==> src/design/pcnt_pkg.sv <==
package pcnt_pkg;

	// width of the tested value, sign bit included
	localparam int VALUE_WIDTH = 32;
	// width of the value field and count ports
	localparam int FIELD_W     = 32;
	localparam int COUNT_W     = 32;
	// magnitude bits once the sign is dropped
	localparam int MAG_W       = VALUE_WIDTH - 1;
	// divisor width: enough for the first divisor whose square passes the magnitude
	localparam int D_W         = (VALUE_WIDTH + 1) / 2 + 1;
	localparam int SQ_W        = 2 * D_W;
	// bit pointer for the remainder loop
	localparam int BIT_W       = (MAG_W > 1) ? $clog2(MAG_W) : 1;

	localparam logic [COUNT_W-1:0] COUNT_MAX = {COUNT_W{1'b1}};
	localparam logic [D_W-1:0]     D_FIRST   = D_W'(2);
	localparam logic [SQ_W-1:0]    SQ_FIRST  = SQ_W'(4);

	// controller to datapath
	typedef struct packed {
		logic load;       // capture an accepted item, reset divisor
		logic div_start;  // clear remainder, point at top magnitude bit
		logic div_step;   // one restoring remainder step
		logic next_d;     // advance divisor and its square
		logic finish;     // write the result register, update count
		logic prime;      // verdict that goes with finish
	} pcnt_cmd_t;

	// datapath to controller
	typedef struct packed {
		logic trivial;    // negative, zero or one
		logic sq_gt;      // divisor squared exceeds magnitude
		logic step_last;  // current step handles bit zero
		logic rem_zero;   // remainder of the finished pass is zero
		logic out_free;   // result register can take a new result
	} pcnt_sts_t;

endpackage

==> src/design/prime_counter_core.sv <==
// steps: an item is accepted in idle and checked; negative values and values below 4
// go straight to done, otherwise each trial divisor takes a check, a remainder step per
// magnitude bit and an evaluation, up to about 46341 divisors for large primes
// one item at a time; in_stall is high until the current item's result is written
// a finished result sits in an output register, so a new item is taken while it waits
// reset: arst_n clears the controller, result valid and the running prime count
module prime_counter_core import pcnt_pkg::*; (
	input  logic                      clk,
	input  logic                      arst_n,
	input  logic                      in_valid,
	output logic                      in_stall,
	input  logic signed [FIELD_W-1:0] value,
	input  logic                      last,
	output logic                      out_valid,
	input  logic                      out_stall,
	output logic                      is_prime,
	output logic [COUNT_W-1:0]        prime_total,
	output logic                      set_end
);

	pcnt_cmd_t cmd;
	pcnt_sts_t sts;

	// sequencer
	pcnt_ctrl u_ctrl (
		.clk      (clk),
		.arst_n   (arst_n),
		.in_valid (in_valid),
		.in_stall (in_stall),
		.sts      (sts),
		.cmd      (cmd)
	);

	// divisor, remainder and count datapath
	pcnt_dp u_dp (
		.clk         (clk),
		.arst_n      (arst_n),
		.cmd         (cmd),
		.sts         (sts),
		.value       (value),
		.last        (last),
		.out_valid   (out_valid),
		.out_stall   (out_stall),
		.is_prime    (is_prime),
		.prime_total (prime_total),
		.set_end     (set_end)
	);

endmodule

==> src/design/pcnt_dp.sv <==
module pcnt_dp import pcnt_pkg::*; (
	input  logic                      clk,
	input  logic                      arst_n,
	input  pcnt_cmd_t                 cmd,
	output pcnt_sts_t                 sts,
	input  logic signed [FIELD_W-1:0] value,
	input  logic                      last,
	output logic                      out_valid,
	input  logic                      out_stall,
	output logic                      is_prime,
	output logic [COUNT_W-1:0]        prime_total,
	output logic                      set_end
);

	logic [VALUE_WIDTH-1:0] value_q;
	logic                   last_q;
	logic [D_W-1:0]         d_q;
	logic [SQ_W-1:0]        d_sq_q;
	logic [D_W-1:0]         rem_q;
	logic [BIT_W-1:0]       bit_q;
	logic [COUNT_W-1:0]     count_q;
	logic                   out_valid_q;
	logic                   is_prime_q;
	logic [COUNT_W-1:0]     total_q;
	logic                   set_end_q;

	logic [MAG_W-1:0]       mag;
	logic [D_W:0]           rem_sh;
	logic [D_W:0]           rem_nx;
	logic [COUNT_W-1:0]     count_nx;

	assign mag = value_q[MAG_W-1:0];

	// one restoring step: shift in next magnitude bit, subtract divisor if it fits
	always_comb begin
		rem_sh = {rem_q, mag[bit_q]};
		if (rem_sh >= {1'b0, d_q}) begin
			rem_nx = rem_sh - {1'b0, d_q};
		end else begin
			rem_nx = rem_sh;
		end
	end

	// saturating count including the current item
	always_comb begin
		if (cmd.prime && (count_q != COUNT_MAX)) begin
			count_nx = count_q + COUNT_W'(1);
		end else begin
			count_nx = count_q;
		end
	end

	// status back to the controller
	always_comb begin
		sts.trivial   = value_q[VALUE_WIDTH-1] || (mag <= MAG_W'(1));
		sts.sq_gt     = d_sq_q > SQ_W'(mag);
		sts.step_last = (bit_q == '0);
		sts.rem_zero  = (rem_q == '0);
		sts.out_free  = !out_valid_q || !out_stall;
	end

	// item capture and trial divisor
	always_ff @(posedge clk) begin
		if (cmd.load) begin
			value_q <= value[VALUE_WIDTH-1:0];
			last_q  <= last;
			d_q     <= D_FIRST;
			d_sq_q  <= SQ_FIRST;
		end else if (cmd.next_d) begin
			d_q     <= d_q + D_W'(1);
			d_sq_q  <= d_sq_q + SQ_W'({d_q, 1'b0}) + SQ_W'(1);
		end
	end

	// remainder loop
	always_ff @(posedge clk) begin
		if (cmd.div_start) begin
			rem_q <= '0;
			bit_q <= BIT_W'(MAG_W - 1);
		end else if (cmd.div_step) begin
			rem_q <= rem_nx[D_W-1:0];
			bit_q <= bit_q - BIT_W'(1);
		end
	end

	// running count and result valid
	always_ff @(posedge clk or negedge arst_n) begin
		if (!arst_n) begin
			count_q     <= '0;
			out_valid_q <= 1'b0;
		end else begin
			if (cmd.finish) begin
				count_q     <= last_q ? '0 : count_nx;
				out_valid_q <= 1'b1;
			end else if (out_valid_q && !out_stall) begin
				out_valid_q <= 1'b0;
			end
		end
	end

	// result payload
	always_ff @(posedge clk) begin
		if (cmd.finish) begin
			is_prime_q <= cmd.prime;
			total_q    <= count_nx;
			set_end_q  <= last_q;
		end
	end

	assign out_valid   = out_valid_q;
	assign is_prime    = is_prime_q;
	assign prime_total = total_q;
	assign set_end     = set_end_q;

endmodule

==> src/design/pcnt_ctrl.sv <==
module pcnt_ctrl import pcnt_pkg::*; (
	input  logic      clk,
	input  logic      arst_n,
	input  logic      in_valid,
	output logic      in_stall,
	input  pcnt_sts_t sts,
	output pcnt_cmd_t cmd
);

	typedef enum logic [2:0] {
		ST_IDLE,
		ST_CHECK,
		ST_DIV,
		ST_EVAL,
		ST_DONE
	} state_t;

	state_t state_q;
	logic   prime_q;

	assign in_stall = (state_q != ST_IDLE);

	// commands decoded from state and status
	always_comb begin
		cmd = '0;
		cmd.prime = prime_q;
		unique case (state_q)
			ST_IDLE:  cmd.load = in_valid;
			ST_CHECK: cmd.div_start = !sts.trivial && !sts.sq_gt;
			ST_DIV:   cmd.div_step = 1'b1;
			ST_EVAL:  cmd.next_d = !sts.rem_zero;
			ST_DONE:  cmd.finish = sts.out_free;
			default:  cmd = '0;
		endcase
	end

	// state and verdict
	always_ff @(posedge clk or negedge arst_n) begin
		if (!arst_n) begin
			state_q <= ST_IDLE;
			prime_q <= 1'b0;
		end else begin
			unique case (state_q)
				ST_IDLE: begin
					if (in_valid) begin
						state_q <= ST_CHECK;
					end
				end
				ST_CHECK: begin
					priority if (sts.trivial) begin
						prime_q <= 1'b0;
						state_q <= ST_DONE;
					end else if (sts.sq_gt) begin
						prime_q <= 1'b1;
						state_q <= ST_DONE;
					end else begin
						state_q <= ST_DIV;
					end
				end
				ST_DIV: begin
					if (sts.step_last) begin
						state_q <= ST_EVAL;
					end
				end
				ST_EVAL: begin
					if (sts.rem_zero) begin
						prime_q <= 1'b0;
						state_q <= ST_DONE;
					end else begin
						state_q <= ST_CHECK;
					end
				end
				ST_DONE: begin
					if (sts.out_free) begin
						state_q <= ST_IDLE;
					end
				end
				default: state_q <= ST_IDLE;
			endcase
		end
	end

endmodule

==> config.mk <==
export PLATFORM = sky130hd
export DESIGN_NAME = prime_counter_core
export DESIGN_NICKNAME = d
export VERILOG_FILES = /design/src/design/pcnt_pkg.sv /design/src/design/prime_counter_core.sv /design/src/design/pcnt_dp.sv /design/src/design/pcnt_ctrl.sv
export SDC_FILE = /design/constraint.sdc
export NUM_CORES = 1
export LEC_CHECK = 0
export ABC_AREA = 1
export BUFFER_PORTS_ARGS = -buffer_cell sky130_fd_sc_hd__clkbuf_2
export CAP_MARGIN = 40
export CELL_PAD_IN_SITES_DETAIL_PLACEMENT = 1
export CELL_PAD_IN_SITES_GLOBAL_PLACEMENT = 1
export CORE_ASPECT_RATIO = 1.4
export CORE_MARGIN = 4
export CORE_UTILIZATION = 30
export DETAILED_ROUTE_END_ITERATION = 8
export PLACE_DENSITY_LB_ADDON = 0.1
export RECOVER_POWER = 100
export SYNTH_ARGS = -nofsm -noshare
export SYNTH_HDL_FRONTEND = slang
export SYNTH_HIERARCHICAL = 1
export SYNTH_SLANG_ARGS = --single-unit
==> constraint.sdc <==
create_clock -name clk -period 9.25 [get_ports clk]
set_clock_uncertainty 0.2 [all_clocks]
set_input_delay 1.3875 -clock clk [delete_from_list [all_inputs] [get_ports clk]]
set_output_delay 1.3875 -clock clk [all_outputs]
set_load 0.03 [all_outputs]
==> results of run 1 <==
## where the power goes
part / switching (mW) / internal (mW) / total (mW)
Clock: 0.356 / 0.430 / 0.786
Sequential: 0.156 / 0.984 / 1.14
Combinational: 1.06 / 0.498 / 1.56
Total: 1.57 / 1.91 / 3.49
## cell type report
class	count	area (um^2)	share of cell area [%]
inverter	244	916	7.06
clock inverter	14	180	1.39
tap	473	592	4.56
multi-input combinational	1194	6050	46.6
sequential	177	4400	33.9
clock buffer	18	429	3.31
timing repair buffer	82	405	3.12
## layer usage
layer  wire length [um]  GRT usage (%)
met1              16600           21.8
met2              20900           36.6
met3                843           2.82
met4               1210           7.27
met5                  0              0
## cells by family after synthesis
logic type               Yosys count  synth area share, %
AO/OA/AOI/OAI                    214                 10.1
buffers and inverters            280                 9.64
AND/OR/NAND/NOR                  872                 31.7
adder cells (fa/ha/maj)           70                 7.70
flip-flops                       177                 38.0
XOR/XNOR                          38                 2.88
## stage by stage
stage                     setup slack (ns)  util (%)
after floorplan                       2.68         -
after global placement                5.08      32.8
after detailed placement              4.96      33.0
after CTS                             4.96      34.6
after global routing                  3.59      34.3
final                                 4.09      34.3
## worst register-to-register path, delay by kind of cell (launching register included)
kind / cells / cell delay [ns]
AND/OR/NAND/NOR: 3 / 0.54
buffers and inverters: 4 / 3.23
flip-flops: 1 / 0.44
AO/OA/AOI/OAI: 1 / 0.39
## cell usage in the layout, fill, tap and decap left out, drive strengths merged
cell       n
o2111ai    1
and2       2
edfxtp    67
o22a       1
inv      245
a21o       3
nand4     24
nor3b      1
dfxtp     73
dfrtp     37
o21a       4
ha        68
a21boi    13
o211ai     8
a21oi     94
nand3b     3
o21bai     5
nor2     194
a31oi      2
xnor2      6
and3       1
nor3      34
clkinv    10
xor2      32
nand2    460
nand3    134
bufinv     3
fa         2
buf        5
clkbuf    95
or2        5
o21ai     83
nor4      14
## path summary, 6_finish.rpt
| kind | endpoint | slack (ns) | depth (start not counted) | start |
|---|---|---|---|---|
| worst max-delay path | u_dp/d_sq_q[15] | 4.09 | 8 | in_valid |
| worst min-delay path | u_dp/rem_q[11] | 0.29 | 2 | u_dp/rem_q[11] |
| worst max register to register | u_dp/d_sq_q[15] | 4.34 | 8 | u_ctrl/state_q[0] |
| worst min register to register | u_dp/rem_q[11] | 0.29 | 2 | u_dp/rem_q[11] |
| max in group asynchronous | u_dp/count_q[31] | 6.28 | 2 | arst_n |
| min in group asynchronous | u_dp/count_q[19] | 1.00 | 1 | arst_n |
## flip-flops by register name, summed over array words and instances (netlist names)
register / count
u_ctrl/state_q: 3
u_dp/d_sq_q: 34
u_dp/prime_total: 32
u_dp/last_q: 1
u_dp/rem_q: 17
u_ctrl/prime_q: 1
u_dp/d_q: 17
u_dp/is_prime: 1
u_dp/out_valid: 1
u_dp/value_q: 32
u_dp/count_q: 32
u_dp/bit_q: 5
u_dp/set_end: 1
==> reports/qor.yml, run 1 <==
cp-start-kind: "input port"
worstSetupPathType: "input port to register"
port_buffers: 72
hpwl_mm: 31.0
slowest_stage: "clkbuf_1"
vdd_drop_max_mv: 0.152
insertion_delay_ns: 0.47
cp.arrival_ns: 5.31
leakagePower_nw: 6.03
drt-total-wl_mm: 39.6
synth_top_area_share_pct: 17.4
start_util_pct: 30.6
syn_inst: 1651
hold_violations: 0
yosys_register_bits: 177
drc_errors: 0
drt_iter0_drc: 426
avgRoutedWirePerCell_um: 18.0
synth-main-ff-cell: "dfxtp_1"
cp-end-kind: "register"
antenna_left: 0
yosysMostFrequentCell: "nand2_1"
maxCapViolCount: 4
syn_nets: 1758
finalInstanceArea_um2: 13000
nNetsFinal: 1823
synth_common_cells: "nand2_1 (457), inv_1 (237), nor2_1 (188)"
place_area_um2: 12500
timing.final.crit_period_ns: 5.16
yosys_warnings: 6
track_usage_pct: 19.3
gr-total-overflow: 0
place_inst: 2170
final_max_slew_viol_count: 200
drive_gt1_share_pct: 4.57
clkTransAtPathRegs_ns: 0.07
ioPinCount: 73
cp_num_buf_inv: 6
grt_pass1_vias: 11445
n_antenna_cell: 0
area_delta_synth_final_pct: 12.2
syn-cell-area_um2: 11600
cts_root_buf: "clkbuf_16"
setup_tns_ns: 0
yosys-top-cells-area: "edfxtp_1 (17%), nand2_1 (15%), dfxtp_1 (13%)"
rsz0062_at_grt: "no"
die_w_um: 174
cts_setup_buffers: 0
status: "finished with violations"
syn_avg_cell_area_um2: 7.01
cts_sinks: 177
die-area_um2: 41800
netlist-cell-type-count: 48
cts_tree: "yes"
fin_cells: 2202
routed_via_density: 4.92
critPathTopFamily: "buffers and inverters"
synth_largest_area_cell: "edfxtp_1"
pwr_density_cell_nw_per_um2: 269
crit_path_max_fanout: 52
gp_congestion: 0.833
crit_chain: "clkbuf_1, inv_1, nor2_4, clkbuf_1, inv_1, clkbuf_1, o211ai_1, inv_1"
drt_first_pass_iters: 4
row_count: 84
clockBufferDepth: 2
violations: "max-capacitance violations, max-slew violations"
coreArea_um2: 37800
total_power_mw: 3.49
fin_hold_ws_ns: 0.289
fill_cells: 4750
slew-limit-headroom_pct: -115
worst_pin_slew_ns: 3.23
holdBufCountCts: 0
htreeDepth: 4
die_h_um: 240
max_stage_delay_ns: 2.25
post-route-period-util_pct: 55.8
setup_viol: 0
antenna_found_initial: 0
seq_area_frac_synth_pct: 38.0
hold_path.class: "register to register"
cts_buffers: 17
synth_edf_count: 67
grt_max_degree: 64
grt_pass1_wl_mm: 63.3
synthArstFlopShare_pct: 20.9
vias: 10840
crit_required_ns: 9.40
fmax_mhz: 194
cts_resized: 0
Note: power is estimated with default switching activity, not from simulation.
==> inputs of run 2 (changes only) <==
==> constraint.sdc (replaced) <==
create_clock -name clk -period 4.9 [get_ports clk]
set_clock_uncertainty 0.2 [all_clocks]
set_input_delay 0.735 -clock clk [delete_from_list [all_inputs] [get_ports clk]]
set_output_delay 0.735 -clock clk [all_outputs]
set_load 0.03 [all_outputs]
==> reports/qor.yml, run 2 (synthesized netlist as in run 1, its figures left out) <==
status: "finished with violations"  # unchanged
violations: "max-capacitance violations, max-slew violations"  # unchanged
drt_iter0_drc: 414  # was 426
antenna_found_initial: 0  # unchanged
layout_common_cells: "nand2_1 (458), inv_1 (239), nor2_1 (188)"  # was nand2_1 (460), inv_1 (238), nor2_1 (188)
crit_chain: "clkinv_1, nor2_1, nand2_1, nor2_1, nor2_1, nand2_1, nand3_1, nand2_1, ha_1, inv_1, fa_1, nand3_1, nand3_1, nand2_2, nand2_1, inv_2, nand2_1, nand3_1, a21oi_1"  # was clkbuf_1, inv_1, nor2_4, clkbuf_1, inv_1, clkbuf_1, o211ai_1, inv_1
final_max_slew_viol_count: 154  # was 200
timing.final.crit_period_ns: 4.12
cts_resized: 0  # unchanged
post-place-ws_ns: 0.978  # was 4.96 ns
clkPwrFrac_pct: 22.3  # was 22.6%
grtUsageMet1_pct: 21.1  # was 21.8%
n_antenna_cell: 0  # unchanged
cts_root_buf: "clkbuf_16"  # unchanged
clockBufferDepth: 2  # unchanged
gp_congestion: 0.833  # unchanged
avgRoutedWirePerCell_um: 17.8  # was 18.0 um
hold_violations: 0  # unchanged
regMostFlops: "u_dp/d_sq_q"  # unchanged
drt-total-wl_mm: 39.2  # was 39.6 mm
coreArea_um2: 37800  # unchanged
busiest_layer: "met2"  # unchanged
max_stage_delay_ns: 0.53  # was 2.25 ns
power_switching_mw: 3.04  # was 1.57 mW
use_met2_pct: 37.1  # was 36.6%
power.share.switching_pct: 46.5  # was 45.2%
internal_power_mw: 3.50  # was 1.91 mW
setup_tns_ns: 0  # unchanged
cp.arrival_ns: 4.27  # was 5.31 ns
die-area_um2: 41800  # unchanged
gr-total-overflow: 0  # unchanged
row_count: 84  # unchanged
antenna_left: 0  # unchanged
p_comb_share_pct: 44.9  # was 44.8%
vias: 10838  # was 10840
cts_setup_buffers: 0  # unchanged
largest_reg_flops: 34  # unchanged
timing.final.ws_setup_ns: 0.783  # was 4.09 ns
rsz0062_at_grt: "no"  # unchanged
leakagePower_nw: 6.03  # about the same
hold_start: "last"  # was u_dp/rem_q[11]
slew-limit-headroom_pct: -105  # was -115%
cts_tree: "yes"  # unchanged
grt_max_degree: 64  # unchanged
crit_path_max_fanout: 18  # was 52
post-route-period-util_pct: 84.0
layout_commonest_cell: "nand2_1"  # unchanged
total_power_mw: 6.54  # was 3.49 mW
cts_buffers: 17  # unchanged
r2r_slack_ns: 0.78  # was 4.34 ns
worstSetupPathType: "register to register"  # was input port to register
htreeDepth: 4  # unchanged
hold_path.class: "input port to register"  # was register to register
routed_via_density: 4.91  # was 4.92
place_area_um2: 12500  # about the same
maxCapViolCount: 3  # was 4
crit_required_ns: 5.05  # was 9.40 ns
clkTransAtPathRegs_ns: 0.09  # was 0.07 ns
place_inst: 2174  # was 2170
nNetsFinal: 1827  # was 1823
pwr-share-seq_pct: 32.7  # about the same
die_h_um: 240  # unchanged
final_core_util_pct: 34.3  # about the same
track_usage_pct: 19.0  # was 19.3%
vdd_drop_max_mv: 0.314  # was 0.152 mV
worst_pin_slew_ns: 3.07  # was 3.23 ns
port_buffers: 72  # unchanged
fill_cells: 4786  # was 4750
cts_sinks: 177  # unchanged
slowest_stage: "dfxtp_1"  # was clkbuf_1
start_util_pct: 30.6  # unchanged
cp-startpoint: "u_dp/bit_q[1]"  # was in_valid
cp-end-kind: "register"  # unchanged
fin_cells: 2206  # was 2202
die_w_um: 174  # unchanged
setup_viol: 0  # unchanged
ioPinCount: 73  # unchanged
cp-start-kind: "register"  # was input port
area_delta_synth_final_pct: 12.3  # was 12.2%
r2r-start: "u_dp/bit_q[1]"  # was u_ctrl/state_q[0]
drc_errors: 0  # unchanged
grt_pass1_vias: 11567  # was 11445
finalInstanceArea_um2: 13000  # about the same
holdBufCountCts: 0  # unchanged
hpwl_mm: 31.1  # was 31.0 mm
fmax_mhz: 243
pwr_density_cell_nw_per_um2: 503  # was 269 nW/um^2
drt_first_pass_iters: 4  # unchanged
drive_gt1_share_pct: 4.73  # was 4.57%
grt_pass1_wl_mm: 62.6  # was 63.3 mm
use_met3_pct: 2.36  # was 2.82%
crit_top_cell: "nand2_1"
insertion_delay_ns: 0.48  # was 0.47 ns
fin_hold_ws_ns: 0.230  # was 0.289 ns
run 2: area by class of cell:
class                           count  area [um^2]  share of cell area (%)
Clock inverter                     15          208                    1.60
Timing Repair Buffer               86          399                    3.07
Tap cell                          473          592                    4.55
Inverter                          244          916                    7.05
Clock buffer                       17          425                    3.27
Multi-Input combinational cell   1194         6060                    46.6
Sequential cell                   177         4400                    33.9
run 2: power by group through the flow:
stage                     clock network [mW]  logic, mW  registers, mW
after floorplan                            0       2.09           2.12
after global placement                     0       2.95           2.17
after detailed placement                   0       3.02           2.17
after CTS                               1.51       3.03           2.14
after global routing                    1.58       3.40           2.18
final                                   1.46       2.94           2.14
run 2: worst paths after layout:
kind | endpoint | cells after the start
worst max register to register | u_dp/rem_q[6] | 19
worst max-delay path | u_dp/rem_q[6] | 19
worst min register to register | u_dp/rem_q[11] | 2
worst min-delay path | u_dp/last_q | 1
max in group asynchronous | u_dp/count_q[7] | 2
min in group asynchronous | u_dp/count_q[21] | 2
run 2: layer usage:
| metal | vias to the layer above | share of wire [%] | wire length [um] |
|---|---|---|---|
| met4 | 0 | 2.5 | 973 |
| li1 | 5477 | - | - |
| met1 | 5207 | 42 | 16400 |
| met2 | 109 | 54 | 21200 |
| met3 | 45 | 1.7 | 652 |
| met5 | - | 0 | 0 |
run 2: critical path: cells and delay by family, from the launching register on:
family,cells,cell delay [ns]
AND/OR/NAND/NOR,13,1.81
flip-flops,1,0.53
adder cells (fa/ha/maj),2,0.66
AO/OA/AOI/OAI,1,0.07
buffers and inverters,3,0.73
==> inputs of run 3 (changes only) <==
==> constraint.sdc (replaced) <==
create_clock -name clk -period 3.62 [get_ports clk]
set_clock_uncertainty 0.2 [all_clocks]
set_input_delay 0.543 -clock clk [delete_from_list [all_inputs] [get_ports clk]]
set_output_delay 0.543 -clock clk [all_outputs]
set_load 0.03 [all_outputs]
==> reports/qor.yml, run 3 (synthesized netlist as in run 1, its figures left out) <==
grt_pass1_vias: 11555  # was 11567
rr_worst_depth: 7  # was 19
hold_path.class: "input port to register"  # unchanged
routed_via_density: 4.92  # was 4.91
start_util_pct: 30.6  # unchanged
max_stage_delay_ns: 0.93  # was 0.53 ns
antenna_found_initial: 0  # unchanged
cp-end-kind: "register"  # unchanged
gr-total-overflow: 0  # unchanged
fin_hold_ws_ns: 0.0435  # was 0.230 ns
cp-start-kind: "register"  # unchanged
gp_congestion: 0.845  # was 0.833
cp.arrival_ns: 3.45  # was 4.27 ns
row_count: 84  # unchanged
largest_reg_flops: 34  # unchanged
final_max_slew_viol_count: 0  # was 154
drive_gt1_share_pct: 5.56  # was 4.73%
cts_tree: "yes"  # unchanged
nNetsFinal: 1838  # was 1827
min_to: "u_dp/value_q[8]"  # was u_dp/last_q
setup_viol: 0  # unchanged
status: "completed"  # was finished with violations
r2r_slack_ns: 0.33  # was 0.78 ns
hpwl_mm: 31.3  # was 31.1 mm
reg2reg_to: "u_dp/d_sq_q[6]"  # was u_dp/rem_q[6]
pwr_density_cell_nw_per_um2: 680  # was 503 nW/um^2
holdPathStages: 1  # unchanged
leakagePower_nw: 6.07  # was 6.03 nW
rsz0062_at_grt: "no"  # unchanged
maxCapViolCount: 0  # was 3
slowest_stage: "nor2_2"  # was dfxtp_1
worstSetupPathType: "register to register"  # unchanged
hold_violations: 0  # unchanged
die_w_um: 174  # unchanged
hold_start: "value[8]"  # was last
crit_top_cell: "nor2_1"  # was nand2_1
antenna_left: 0  # unchanged
clkTransAtPathRegs_ns: 0.08  # was 0.09 ns
vias: 10902  # was 10838
r2r-start: "u_ctrl/state_q[1]"  # was u_dp/bit_q[1]
setup_tns_ns: 0  # unchanged
worst_pin_slew_ns: 1.41  # was 3.07 ns
cts_buffers: 17  # unchanged
avgRoutedWirePerCell_um: 17.8  # about the same
slew-limit-headroom_pct: 5.93  # was -105%
regMostFlops: "u_dp/d_sq_q"  # unchanged
vdd_drop_max_mv: 0.329  # was 0.314 mV
insertion_delay_ns: 0.47  # was 0.48 ns
crit_path_max_fanout: 33  # was 18
ioPinCount: 73  # unchanged
fmax_mhz: 304  # was 243 MHz
crit_required_ns: 3.78  # was 5.05 ns
cts_sinks: 177  # unchanged
grt_max_degree: 64  # unchanged
coreArea_um2: 37800  # unchanged
track_usage_pct: 19.2  # was 19.0%
post-route-period-util_pct: 90.9  # was 84.0%
clockBufferDepth: 2  # unchanged
n_antenna_cell: 0  # unchanged
port_buffers: 72  # unchanged
layout_common_cells: "nand2_1 (457), inv_1 (238), nor2_1 (188)"  # was nand2_1 (458), inv_1 (239), nor2_1 (188)
total_power_mw: 8.88  # was 6.54 mW
die-area_um2: 41800  # unchanged
drt-total-wl_mm: 39.4  # was 39.2 mm
timing.final.crit_period_ns: 3.29  # was 4.12 ns
cts_root_buf: "clkbuf_16"  # unchanged
layout_commonest_cell: "nand2_1"  # unchanged
drc_errors: 0  # unchanged
drt_iter0_drc: 439  # was 414
crit_chain: "nor2_1, nand2_1, nor2_2, clkbuf_2, nor2_1, o21ai_0, inv_1"  # was clkinv_1, nor2_1, nand2_1, nor2_1, nor2_1, nand2_1, nand3_1, nand2_1, ha_1, inv_1, fa_1, nand3_1, nand3_1, nand2_2, nand2_1, inv_2, nand2_1, nand3_1, a21oi_1
die_h_um: 240  # unchanged
drt_first_pass_iters: 4  # unchanged
htreeDepth: 4  # unchanged
area_delta_synth_final_pct: 12.9  # was 12.3%
grt_pass1_wl_mm: 63.2  # was 62.6 mm
## run 3: layout make-up
cell class / count / area, um^2
clock inverters: 14 / 145
multi-input cells: 1194 / 6060
inverters: 244 / 922
well taps: 473 / 592
fillers: 4804 / 24800
repair inverters: 1 / 7.51
flip-flops and latches: 177 / 4400
repair buffers: 96 / 502
clock buffers: 18 / 429
## run 3: report_power, final
group / switching [mW] / total [mW] / leakage [nW] / internal, mW
registers: 0.380 / 2.88 / 1.74 / 2.50
logic: 2.77 / 4.11 / 4.06 / 1.34
clock network: 0.925 / 1.90 / 0.273 / 0.973
## run 3: worst max-delay path, delay by kind of cell, from the launching register on
family	cells	cell delay, ns
compound gates	1	0.12
simple gates	4	1.48
flops	1	0.46
buf+inv	2	0.89
## run 3: worst max path at each step
stage                            from              end  depth (start not counted)
floorplan           u_ctrl/state_q[0]  u_dp/d_sq_q[16]                          8
global route            u_dp/bit_q[1]   u_dp/rem_q[12]                         21
finish              u_ctrl/state_q[1]   u_dp/d_sq_q[6]                          7
global placement        u_dp/bit_q[0]    u_dp/rem_q[0]                         18
CTS                     u_dp/bit_q[0]    u_dp/rem_q[6]                         19
detailed placement      u_dp/bit_q[0]    u_dp/rem_q[6]                         18
## run 3: per-layer routing
layer  vias up  share of wire [%]  global-route usage (%)
met5         -                  0                       0
met2       106                 54                    37.2
li1       5504                  -                       -
met3        48                1.8                    2.41
met1      5244                 42                    21.8
met4         0                2.3                    6.19
## run 3: repair_timing
action | in CTS | in global routing
hold buffers | 1 | 0
gates cloned | 0 | 1
endpoints found under the setup margin | 2 | 15
setup buffers | 0 | 3
gates resized for setup | 2 | 5
hold endpoints to repair | 19 | 0
## run 3: through the flow
step	area, um^2	worst slack, ns	cells	util [%]
after global placement	12500	0.0926	2179	33.1
after floorplan	11600	0.0910	1651	-
final	13100	0.328	2217	34.5
after global routing	13100	0.0408	2217	34.5
after CTS	13100	0.0988	2213	34.7
after detailed placement	12500	0.0166	2180	33.1
